==> src/rtl/core/string_literal_escape_decoder_macros.svh <==
// Assertion macros shared by the string literal escape decoder modules.
`ifndef STRING_LITERAL_ESCAPE_DECODER_MACROS_SVH
`define STRING_LITERAL_ESCAPE_DECODER_MACROS_SVH
`ifndef SYNTHESIS
// Condition must hold at every clock edge outside reset.
`define SLED_ASSERT(label, cond) \
   label: assert property (@(posedge clock) disable iff (reset) (cond)) \
      else $error("sled assertion failed");
// When pre holds, post must hold at the next clock edge.
`define SLED_ASSERT_NEXT(label, pre, post) \
   label: assert property (@(posedge clock) disable iff (reset) (pre) |=> (post)) \
      else $error("sled assertion failed");
`else
`define SLED_ASSERT(label, cond)
`define SLED_ASSERT_NEXT(label, pre, post)
`endif
`endif

==> src/rtl/core/sled_pkg.sv <==
// Types, codes and constants of the string literal escape decoder.
package sled_pkg;

   // result kinds
   localparam logic [1:0] KIND_CHAR  = 2'd0;
   localparam logic [1:0] KIND_END   = 2'd1;
   localparam logic [1:0] KIND_ERROR = 2'd2;

   // decode modes
   localparam logic [1:0] MODE_NORMAL = 2'd0;
   localparam logic [1:0] MODE_ESCAPE = 2'd1;
   localparam logic [1:0] MODE_OCTAL  = 2'd2;
   localparam logic [1:0] MODE_CR     = 2'd3;

   localparam int          LENGTH_WIDTH        = 12;
   localparam int          DEFAULT_COUNT_WIDTH = 12;
   localparam logic [11:0] DEFAULT_MAX_LENGTH  = 12'd2047;
   localparam logic [8:0]  OCTAL_MAX           = 9'd255;

   // source characters
   localparam logic [7:0] CH_NUL    = 8'h00;
   localparam logic [7:0] CH_LF     = 8'h0A;
   localparam logic [7:0] CH_CR     = 8'h0D;
   localparam logic [7:0] CH_ESC    = 8'd27;
   localparam logic [7:0] CH_QUOTE  = 8'h22;
   localparam logic [7:0] CH_APOS   = 8'h27;
   localparam logic [7:0] CH_BSLASH = 8'h5C;
   localparam logic [7:0] CH_DIGIT0 = 8'h30;
   localparam logic [7:0] CH_DIGIT7 = 8'h37;
   localparam logic [7:0] CH_DIGIT9 = 8'h39;

   // one result word
   typedef struct packed {
      logic [1:0]              kind;
      logic [7:0]              data;
      logic [LENGTH_WIDTH-1:0] length;
      logic                    last;
   } result_type;

   // escape decoder state apart from the character count
   typedef struct packed {
      logic [1:0] mode;
      logic [8:0] value;
      logic       stopped;
      logic [1:0] digits;
   } esc_state_type;

   localparam esc_state_type ESC_STATE_RESET = '{
      mode: MODE_NORMAL, value: 9'd0, stopped: 1'b0, digits: 2'd0};

   // single-letter escapes: {known, decoded character}
   function automatic logic [8:0] esc_lookup(input logic [7:0] b);
      logic [8:0] r;
      case (b)
         8'h61:     r = {1'b1, 8'd7};    // a
         8'h62:     r = {1'b1, 8'd8};    // b
         8'h74:     r = {1'b1, 8'd9};    // t
         8'h6E:     r = {1'b1, 8'd10};   // n
         8'h76:     r = {1'b1, 8'd11};   // v
         8'h66:     r = {1'b1, 8'd12};   // f
         8'h72:     r = {1'b1, 8'd13};   // r
         8'h65:     r = {1'b1, CH_ESC};  // e
         CH_QUOTE:  r = {1'b1, CH_QUOTE};
         CH_APOS:   r = {1'b1, CH_APOS};
         CH_BSLASH: r = {1'b1, CH_BSLASH};
         default:   r = 9'd0;
      endcase
      return r;
   endfunction

endpackage

==> src/rtl/core/sled_decode.sv <==
// Next-state and result logic for one source byte.
module sled_decode
   import sled_pkg::*;
#(
   parameter int COUNT_WIDTH = DEFAULT_COUNT_WIDTH
) (
   input  logic [7:0]             in_byte,
   input  esc_state_type          state,
   input  logic [COUNT_WIDTH-1:0] char_count,
   input  logic [11:0]            max_length,
   output esc_state_type          next_state,
   output logic [COUNT_WIDTH-1:0] next_count,
   output result_type             res0,
   output result_type             res1,
   output logic [1:0]             res_num
);

   localparam int CMP_W = (COUNT_WIDTH > LENGTH_WIDTH) ? COUNT_WIDTH : LENGTH_WIDTH;

   logic [COUNT_WIDTH-1:0] cnt1, cnt2;
   logic [CMP_W-1:0]       cnt0_x, cnt1_x, cnt2_x, max_x;
   logic [11:0]            len0, len1, len2;
   logic                   over0, over1;
   logic                   is_digit, is_octal, b_quote, b_bslash, b_zero;
   logic [8:0]             esc_hit;
   logic [8:0]             dig_value;
   logic                   dig_stop;
   logic [1:0]             dig_count;
   logic [8:0]             fin_value;
   logic                   fin_err;

   // count arithmetic and limit checks
   assign cnt1   = char_count + 1'b1;
   assign cnt2   = char_count + 2'd2;
   assign cnt0_x = CMP_W'(char_count);
   assign cnt1_x = CMP_W'(cnt1);
   assign cnt2_x = CMP_W'(cnt2);
   assign max_x  = CMP_W'(max_length);
   assign len0   = cnt0_x[11:0];
   assign len1   = cnt1_x[11:0];
   assign len2   = cnt2_x[11:0];
   assign over0  = (cnt0_x >= max_x) || (char_count == '1);
   assign over1  = (cnt1_x >= max_x) || (cnt1 == '1);

   // byte classes
   assign is_digit = (in_byte >= CH_DIGIT0) && (in_byte <= CH_DIGIT9);
   assign is_octal = (in_byte >= CH_DIGIT0) && (in_byte <= CH_DIGIT7);
   assign b_quote  = (in_byte == CH_QUOTE);
   assign b_bslash = (in_byte == CH_BSLASH);
   assign b_zero   = (in_byte == CH_NUL);
   assign esc_hit  = esc_lookup(in_byte);

   // octal digit accumulation; 8 and 9 freeze the value
   assign dig_stop  = state.stopped || !is_octal;
   assign dig_value = dig_stop ? state.value : {state.value[5:0], in_byte[2:0]};
   assign dig_count = state.digits + 1'b1;

   // value the escape ends with: after this digit, or as it stood
   assign fin_value = is_digit ? dig_value : state.value;
   assign fin_err   = (fin_value > OCTAL_MAX) || (fin_value[7:0] == 8'd0) || over0;

   always_comb begin
      next_state = state;
      next_count = char_count;
      res0       = '0;
      res1       = '0;
      res_num    = 2'd0;
      case (state.mode)
         MODE_ESCAPE: begin
            next_state.mode = MODE_NORMAL;
            if (is_octal) begin
               next_state.mode    = MODE_OCTAL;
               next_state.value   = {6'd0, in_byte[2:0]};
               next_state.stopped = 1'b0;
               next_state.digits  = 2'd1;
            end else if (in_byte == CH_LF) begin
               // line continuation, nothing out
            end else if (in_byte == CH_CR) begin
               next_state.mode = MODE_CR;
            end else if (esc_hit[8] && !over0) begin
               res0       = '{kind: KIND_CHAR, data: esc_hit[7:0], length: len1, last: 1'b1};
               res_num    = 2'd1;
               next_count = cnt1;
            end else begin
               res0       = '{kind: KIND_ERROR, data: 8'd0, length: len0, last: 1'b1};
               res_num    = 2'd1;
               next_state = ESC_STATE_RESET;
               next_count = '0;
            end
         end
         MODE_OCTAL: begin
            if (is_digit && (dig_count != 2'd3)) begin
               // escape goes on
               next_state.value   = dig_value;
               next_state.stopped = dig_stop;
               next_state.digits  = dig_count;
            end else begin
               next_state = ESC_STATE_RESET;
               res_num    = 2'd1;
               if (fin_err) begin
                  res0       = '{kind: KIND_ERROR, data: 8'd0, length: len0, last: 1'b1};
                  next_count = '0;
               end else begin
                  res0       = '{kind: KIND_CHAR, data: fin_value[7:0], length: len1,
                                 last: 1'b1};
                  next_count = cnt1;
                  // a non-digit that ended the escape is decoded as a plain byte
                  if (!is_digit) begin
                     if (b_quote) begin
                        res1       = '{kind: KIND_END, data: 8'd0, length: len1, last: 1'b1};
                        res_num    = 2'd2;
                        next_count = '0;
                     end else if (b_bslash) begin
                        next_state.mode = MODE_ESCAPE;
                     end else if (b_zero || over1) begin
                        res1       = '{kind: KIND_ERROR, data: 8'd0, length: len1, last: 1'b1};
                        res_num    = 2'd2;
                        next_count = '0;
                     end else begin
                        res1       = '{kind: KIND_CHAR, data: in_byte, length: len2, last: 1'b1};
                        res_num    = 2'd2;
                        next_count = cnt2;
                     end
                     res0.last = (res_num == 2'd1);
                  end
               end
            end
         end
         default: begin
            // plain byte; after a CR continuation an LF is swallowed
            next_state.mode = MODE_NORMAL;
            if ((state.mode == MODE_CR) && (in_byte == CH_LF)) begin
               // swallowed
            end else if (b_quote) begin
               res0       = '{kind: KIND_END, data: 8'd0, length: len0, last: 1'b1};
               res_num    = 2'd1;
               next_state = ESC_STATE_RESET;
               next_count = '0;
            end else if (b_bslash) begin
               next_state.mode = MODE_ESCAPE;
            end else if (b_zero || over0) begin
               res0       = '{kind: KIND_ERROR, data: 8'd0, length: len0, last: 1'b1};
               res_num    = 2'd1;
               next_state = ESC_STATE_RESET;
               next_count = '0;
            end else begin
               res0       = '{kind: KIND_CHAR, data: in_byte, length: len1, last: 1'b1};
               res_num    = 2'd1;
               next_count = cnt1;
            end
         end
      endcase
   end

endmodule

==> src/rtl/core/sled_queue.sv <==
// Three-entry result queue taking up to two words per cycle while it has room.
`include "string_literal_escape_decoder_macros.svh"
module sled_queue
   import sled_pkg::*;
(
   input  logic       clock,
   input  logic       reset,
   input  logic [1:0] push_num,
   input  result_type push0,
   input  result_type push1,
   output logic       room,
   output logic       out_valid,
   input  logic       out_ready,
   output result_type out_word
);

   localparam int DEPTH = 3;

   result_type slot_ff [DEPTH];
   result_type slot_in [DEPTH];
   logic [1:0] count_ff, count_in;
   logic [1:0] level;
   logic       pop;

   assign out_valid = (count_ff != 2'd0);
   assign out_word  = slot_ff[0];
   assign pop       = out_valid && out_ready;
   // two free entries after this cycle's pop
   assign room      = (count_ff < 2'd2) || ((count_ff == 2'd2) && out_ready);

   // shift out on pop, then append at the new level
   always_comb begin
      level = count_ff - {1'b0, pop};
      for (int i = 0; i < DEPTH; i++) begin
         if (pop && (i < DEPTH - 1)) begin
            slot_in[i] = slot_ff[i + 1];
         end else begin
            slot_in[i] = slot_ff[i];
         end
         if ((push_num != 2'd0) && (i == int'(level))) begin
            slot_in[i] = push0;
         end
         if ((push_num == 2'd2) && (i == int'(level) + 1)) begin
            slot_in[i] = push1;
         end
      end
      count_in = level + push_num;
   end

   always_ff @(posedge clock) begin
      if (reset) begin
         count_ff <= 2'd0;
      end else begin
         count_ff <= count_in;
      end
   end

   always_ff @(posedge clock) begin
      for (int i = 0; i < DEPTH; i++) begin
         slot_ff[i] <= slot_in[i];
      end
   end

   `SLED_ASSERT(a_no_overflow, ({1'b0, count_ff} - {2'b0, pop} + {1'b0, push_num}) <= 3'd3)
   `SLED_ASSERT_NEXT(a_pop_drains, pop && (push_num == 2'd0), count_ff == $past(count_ff) - 2'd1)
   `SLED_ASSERT_NEXT(a_empty_stays, (count_ff == 2'd0) && (push_num == 2'd0), !out_valid)

endmodule

==> src/rtl/core/string_literal_escape_decoder.sv <==
// String literal escape decoder: one source byte per cycle in while req_ready is high, decoded words out.
// A result is registered in the result queue before it appears on rsp_.
// Throughput: one byte per cycle while each byte gives at most one word and rsp_ready is
// high; a byte that closes an octal escape and adds a character gives two words, and the
// single-word rsp_ port then sets the pace. A three-entry result queue parts the two sides.
// Reset (synchronous): normal mode, count zero, queue empty, max_length 2047.
`include "string_literal_escape_decoder_macros.svh"
module string_literal_escape_decoder
   import sled_pkg::*;
#(
   parameter int COUNT_WIDTH = DEFAULT_COUNT_WIDTH
) (
   input  logic        clock,
   input  logic        reset,
   input  logic        req_valid,
   output logic        req_ready,
   input  logic [7:0]  req_in_byte,
   output logic        rsp_valid,
   input  logic        rsp_ready,
   output logic [1:0]  rsp_kind,
   output logic [7:0]  rsp_out_byte,
   output logic [11:0] rsp_length,
   output logic        rsp_last,
   input  logic        csr_write_enable,
   input  logic [11:0] csr_write_data
);

   esc_state_type          state_ff, state_in;
   logic [COUNT_WIDTH-1:0] count_ff, count_in;
   logic [11:0]            max_length_ff;
   result_type             res0, res1, rsp_word;
   logic [1:0]             res_num;
   logic                   accept;

   assign accept = req_valid && req_ready;

   // byte decode
   sled_decode #(.COUNT_WIDTH(COUNT_WIDTH)) u_decode (
      .in_byte    (req_in_byte),
      .state      (state_ff),
      .char_count (count_ff),
      .max_length (max_length_ff),
      .next_state (state_in),
      .next_count (count_in),
      .res0       (res0),
      .res1       (res1),
      .res_num    (res_num)
   );

   // decoder state, advanced on each accepted byte
   always_ff @(posedge clock) begin
      if (reset) begin
         state_ff <= ESC_STATE_RESET;
         count_ff <= '0;
      end else if (accept) begin
         state_ff <= state_in;
         count_ff <= count_in;
      end
   end

   // length limit register
   always_ff @(posedge clock) begin
      if (reset) begin
         max_length_ff <= DEFAULT_MAX_LENGTH;
      end else if (csr_write_enable) begin
         max_length_ff <= csr_write_data;
      end
   end

   // result queue
   sled_queue u_queue (
      .clock     (clock),
      .reset     (reset),
      .push_num  (accept ? res_num : 2'd0),
      .push0     (res0),
      .push1     (res1),
      .room      (req_ready),
      .out_valid (rsp_valid),
      .out_ready (rsp_ready),
      .out_word  (rsp_word)
   );

   assign rsp_kind     = rsp_word.kind;
   assign rsp_out_byte = rsp_word.data;
   assign rsp_length   = rsp_word.length;
   assign rsp_last     = rsp_word.last;

   `SLED_ASSERT(a_octal_digits, (state_ff.mode != MODE_OCTAL) || (state_ff.digits == 2'd1) || (state_ff.digits == 2'd2))
   `SLED_ASSERT_NEXT(a_end_restarts, accept && (res_num != 2'd0) && ((res_num == 2'd1 ? res0.kind : res1.kind) != KIND_CHAR), (count_ff == '0) && (state_ff.mode == MODE_NORMAL))
   `SLED_ASSERT(a_two_need_char, (res_num != 2'd2) || (res0.kind == KIND_CHAR))

endmodule

==> config.mk <==
export PLATFORM = sky130hd
export DESIGN_NAME = string_literal_escape_decoder
export DESIGN_NICKNAME = d
export VERILOG_FILES = /design/src/rtl/core/sled_pkg.sv /design/src/rtl/core/sled_decode.sv /design/src/rtl/core/sled_queue.sv /design/src/rtl/core/string_literal_escape_decoder.sv
export VERILOG_INCLUDE_DIRS = /design/src /design/src/rtl/core
export SDC_FILE = /design/constraint.sdc
export NUM_CORES = 1
export LEC_CHECK = 0
export BUFFER_PORTS_ARGS = -buffer_cell sky130_fd_sc_hd__buf_4
export CAP_MARGIN = 20
export CELL_PAD_IN_SITES_DETAIL_PLACEMENT = 0
export CELL_PAD_IN_SITES_GLOBAL_PLACEMENT = 2
export CORE_MARGIN = 2
export CORE_UTILIZATION = 29
export DETAILED_ROUTE_END_ITERATION = 12
export HOLD_SLACK_MARGIN = 0.02
export PLACE_DENSITY_LB_ADDON = 0.1
export RECOVER_POWER = 25
export SLEW_MARGIN = 5
export SYNTH_ARGS = -nofsm -noshare
export SYNTH_HDL_FRONTEND = slang
export SYNTH_HIERARCHICAL = 1
export SYNTH_SLANG_ARGS = --single-unit
==> constraint.sdc <==
create_clock -name clock -period 5.6 [get_ports clock]
set_clock_uncertainty 0.2 [all_clocks]
set_input_delay 0.56 -clock clock [delete_from_list [all_inputs] [get_ports clock]]
set_output_delay 0.56 -clock clock [all_outputs]
set_load 0.05 [all_outputs]
==> flow_results.org <==
** Outcome
- Outcome :: completed

** Pwr
- The share of total power dissipated in combinational logic is between 40% and 50%.
- Sw Pwr :: 1.34 mW
- Share of total power in the clock network :: 22.1%
- The analysis attributes to cell leakage a power of about 3.5 nW.
- Of the total power, the share spent switching nets is 41.8%.
- Total power :: ~3.2 mW
- Registers are responsible for 37.7% of the overall power.
- Dividing total power by cell area gives a power density of 339 nW/um^2.
- Cell internal power was estimated by the tool at 1.87 mW.
- IR analysis of the VDD net gives a maximum drop of approximately 0.18 mV.

** Place
- Buffers placed on the I/O ports in this run total 49.
- The congestion estimate from routability-driven global placement came to approximately 0.82.
- HPWL reported at the end of detailed placement :: 20.8 mm

** Clock network
- Setup Fix Bufs, Post-CTS :: 0
- Clock tree from TritonCTS :: yes
- Clock tree synthesis selected as its root buffer the cell sky130_fd_sc_hd__clkbuf_16.
- Clock latency on the worst-skew pair, taken at its later pin, is 0.37 ns.
- Bufs on Longest Clock Path :: 2
- Counting the buffers created by CTS gives 9.
- Clock edge transition at the registers on the reported setup and hold paths :: 0.09 ns
- Sinks on the clock net :: around 110
- In this run the number of H-tree levels came out at 3.
- CTS-repair resized insts :: 0
- Number of buffers added to fix hold violations after cts :: 0

** Floorplanning
- I/O pin count :: 50
- Placeable core region :: 29800 sq um
- Die Outline Area :: approximately 32000 sq um
- The die is 179 um tall.
- Row generation in the floorplan step produced 63 rows.
- The initial utilization of the core area, before any placement, comes to 29.7%.
- In this run the horizontal extent of the chip is around 180 um.

** Run
- Total of max-cap violations :: 0

** Synthesis
- Synth async-reset ratio :: 0%
- Biggest area consumer among synthesized cells :: sky130_fd_sc_hd__edfxtp_1
- After synthesis the netlist holds a flip-flop and latch count of between 100 and 150.
- Averaged over all synthesized cells, the footprint is 9.12 sq um.
- Synthesized instance count :: 969
- Nets in the synthesized netlist :: 1029
- Ys flop type :: sky130_fd_sc_hd__edfxtp_1
- The Yosys step of the flow raised 6 warnings.
- In this run, distinct cell masters in the synthesized netlist total 82.
- Cell area after synthesis :: 8840 sq um
- Part of the Yosys area used for sequential elements :: between 30% and 40%
- The top cell type by area accounts for 23.4% of the synthesized area.
- Biggest area contributors in the synthesized netlist :: sky130_fd_sc_hd__edfxtp_1 23%, sky130_fd_sc_hd__dfxtp_1 9.1%, sky130_fd_sc_hd__ha_1 5.0%
- EDFF count, synth :: 69

** STA
- Unrepaired setup endpoints after global routing :: false
- Worst rel slew slack :: 7.17%
- Sum Neg Setup Slack :: 0 ns
- The number of hold-slack violations in the final timing report came to 0.
- The number of slew-limit violations in the final report was 0.
- Ratio of final minimum period to clock period :: a little over nine tenths
- Final Critical Period :: 5.25 ns
- Transition time at the pin with the least slew margin :: 1.38 ns
- Setup violations remaining at the end of the flow were counted as 0.
- Across all hold checks on the routed design, the worst slack comes to 0.192 ns.
- Static timing analysis puts the maximum clock frequency at between 150 and 200 MHz.

** Route
- For this block, the via count after detailed routing is 7189.
- After detailed routing, the total wire length is 29.0 mm.
- Remaining design rule violation count :: 0
- For this run, the detailed router's first-pass iteration total came to 5.
- Dividing the detail-routed via count by the number of cells gives approximately 5.4.
- Avg WL per Cell :: between 20 and 25 um
- Starting DRT DRC Count :: 389
- Remaining number of nets flagged by the antenna check after routing :: 0

** Worst setup path
- Endpoint class of the critical path :: flop
- Cell breakdown of the critical path :: ha_1 > nand3_1 > nor3_1 > xor2_1 > ha_1 > a21o_1 > a21o_1 > a211oi_1 > o21ai_0 > or3_1 > nor3_2 > a211oi_1 > a221oi_1 > nand3_1 > a21oi_1
- In this design, the stage delay of the slowest critical-path cell is ~0.67 ns.
- The worst setup path is launched from a flop.
- Reg-to-reg endpoint :: count_ff[11]
- Slack of the worst reg-to-reg path :: 0.35 ns
- Crit path DAT :: between 5 and 6 ns
- Required arrival time at the worst endpoint :: 5.69 ns
- Max Fanout on Critical Path :: 11
- By startpoint and endpoint, the worst setup path is classified as flop to flop.
- The largest individual stage delay along the critical path comes from the cell sky130_fd_sc_hd__or3_1.
- The startpoint identified for the worst register-to-register timing path is count_ff[2].
- The worst register-to-register path has a depth of 15.

** Finish
- Syn-to-layout area delta :: 7.14%
- For this run, the post-layout net count is 1007.
- Layout fillers :: 3195
- The repair_antennas step left the layout with diodes totalling 0.
- Fraction of final layout cells sized beyond drive strength 1 :: 17.4%

** Global route
- The first global-routing pass estimated between 40 and 50 mm of wire.
- Global Route Usage Sum :: a little under a fifth
- The number of antenna violations at the first check in global routing is 0.
- Total overflow reported by the global router :: 0
- Entering global routing, the biggest net connects 55 pins.
- Vias in the first global route :: 7138

** Min path
- Hold Crit Endpoint :: max_length_ff[8]
- Number of cells on the worst hold path :: 2
- HP Start :: csr_write_data[8]
- Type of the most critical hold path :: primary input to flop
worst max-delay path by stage:
stage	from	to
after floorplan	count_ff[0]	u_queue/slot_ff[0][0]
after global placement	count_ff[2]	count_ff[11]
after detailed placement	count_ff[2]	count_ff[11]
after CTS	count_ff[2]	count_ff[11]
after global routing	count_ff[0]	u_queue/slot_ff[0][29]
final	count_ff[2]	count_ff[11]
worst max-delay path, delay by kind of cell (launching register included):
kind | cells | cell delay [ns]
xor gates and xnor gates | 1 | 0.55
and+or+nand+nor | 5 | 1.68
adders and majority gates | 2 | 0.77
DFF | 1 | 0.59
AOI/OAI and AO/OA | 7 | 1.39
cells in the final DEF, fill, tap and decap left out, drive strengths merged, types with 4 or more instances in the layout:
cell and count:
edfxtp 69, nor2b 19, o21ai 71, a211oi 8, a211o 13, o211ai 6
nor2 56, nand4b 24, buf 48, nand2 45, a31oi 31, o21bai 4
nor4 14, a22oi 5, a21oi 59, clkbuf 35, dfxtp 40, or3 5
a221oi 6, a32oi 4, and2 8, mux2 46, nand2b 4, a21o 6
nand3b 7, or2 9, nor3 49, a22o 15, nand4 10, xnor2 13
inv 41, and3 8, a21bo 27, xor2 11, o22ai 6, ha 35
nand3 48, mux2i 7
cells in the mapped netlist (28+ instances only):
cell type / count
sky130_fd_sc_hd__a21oi_1: 36
sky130_fd_sc_hd__a31oi_1: 31
sky130_fd_sc_hd__buf_4: 28
sky130_fd_sc_hd__clkbuf_1: 38
sky130_fd_sc_hd__dfxtp_1: 40
sky130_fd_sc_hd__edfxtp_1: 69
sky130_fd_sc_hd__ha_1: 35
sky130_fd_sc_hd__inv_1: 39
sky130_fd_sc_hd__nand2_1: 44
sky130_fd_sc_hd__nand3_1: 46
sky130_fd_sc_hd__nor2_1: 54
sky130_fd_sc_hd__nor3_1: 46
sky130_fd_sc_hd__o21ai_0: 66
flip-flops by register name, indices dropped and copies added (netlist names):
signal / flops
state_ff: 14
count_ff: 12
max_length_ff: 12
u_queue/count_ff: 2
u_queue/slot_ff: 69
final cells by class:
cell class / count / area, sq um / share of cell area [%]
multi-input cells: 715 / 5200 / 54.9
inverters: 39 / 146 / 1.55
clock inverters: 6 / 80.1 / 0.846
well taps: 390 / 488 / 5.15
flip-flops and latches: 109 / 2870 / 30.3
repair buffers: 73 / 454 / 4.80
clock buffers: 10 / 229 / 2.42
per-layer routing:
layer | vias to the layer above | track usage [%] | share of wire (%) | routed length, um
met4 | 0 | 4.03 | 1.2 | 348
met2 | 161 | 28.8 | 44 | 12700
met5 | - | 0 | 0 | 0
met3 | 22 | 1.96 | 3.4 | 996
met1 | 3452 | 27.7 | 52 | 15000
li1 | 3554 | - | - | -
per-stage QoR:
step                setup slack (ns)  instances  cell area (sq um)  utilization, %
CTS                            0.445       1342               9600            32.2
finish                         0.347       1342               9470            31.8
floorplan                      0.636        969               8840               -
detailed placement             0.493       1326               9290            31.2
global placement               0.542       1326               9290            31.2
global route                  0.0180       1342               9470            31.8
kinds of logic (layout without fill, tap and decap cells):
family,after synthesis,in the layout,synth area share [%]
adder cells (fa/ha/maj),35,35,4.96
XOR/XNOR,25,25,2.63
AND/OR/NAND/NOR,318,318,20.5
buffers and inverters,145,128,8.82
AO/OA/AOI/OAI,284,284,23.2
multiplexers,53,53,7.46
flip-flops,109,109,32.5
power by group through the flow:
stage	Clock, mW	Combinational [mW]	Sequential [mW]
2_1_floorplan	0	1.11	1.21
3_3_place_gp	0	1.38	1.23
3_5_place_dp	0	1.38	1.23
4_1_cts	0.747	1.38	1.22
5_1_grt	0.761	1.40	1.23
6_report	0.707	1.29	1.21
(Power assumes the default switching activity.)
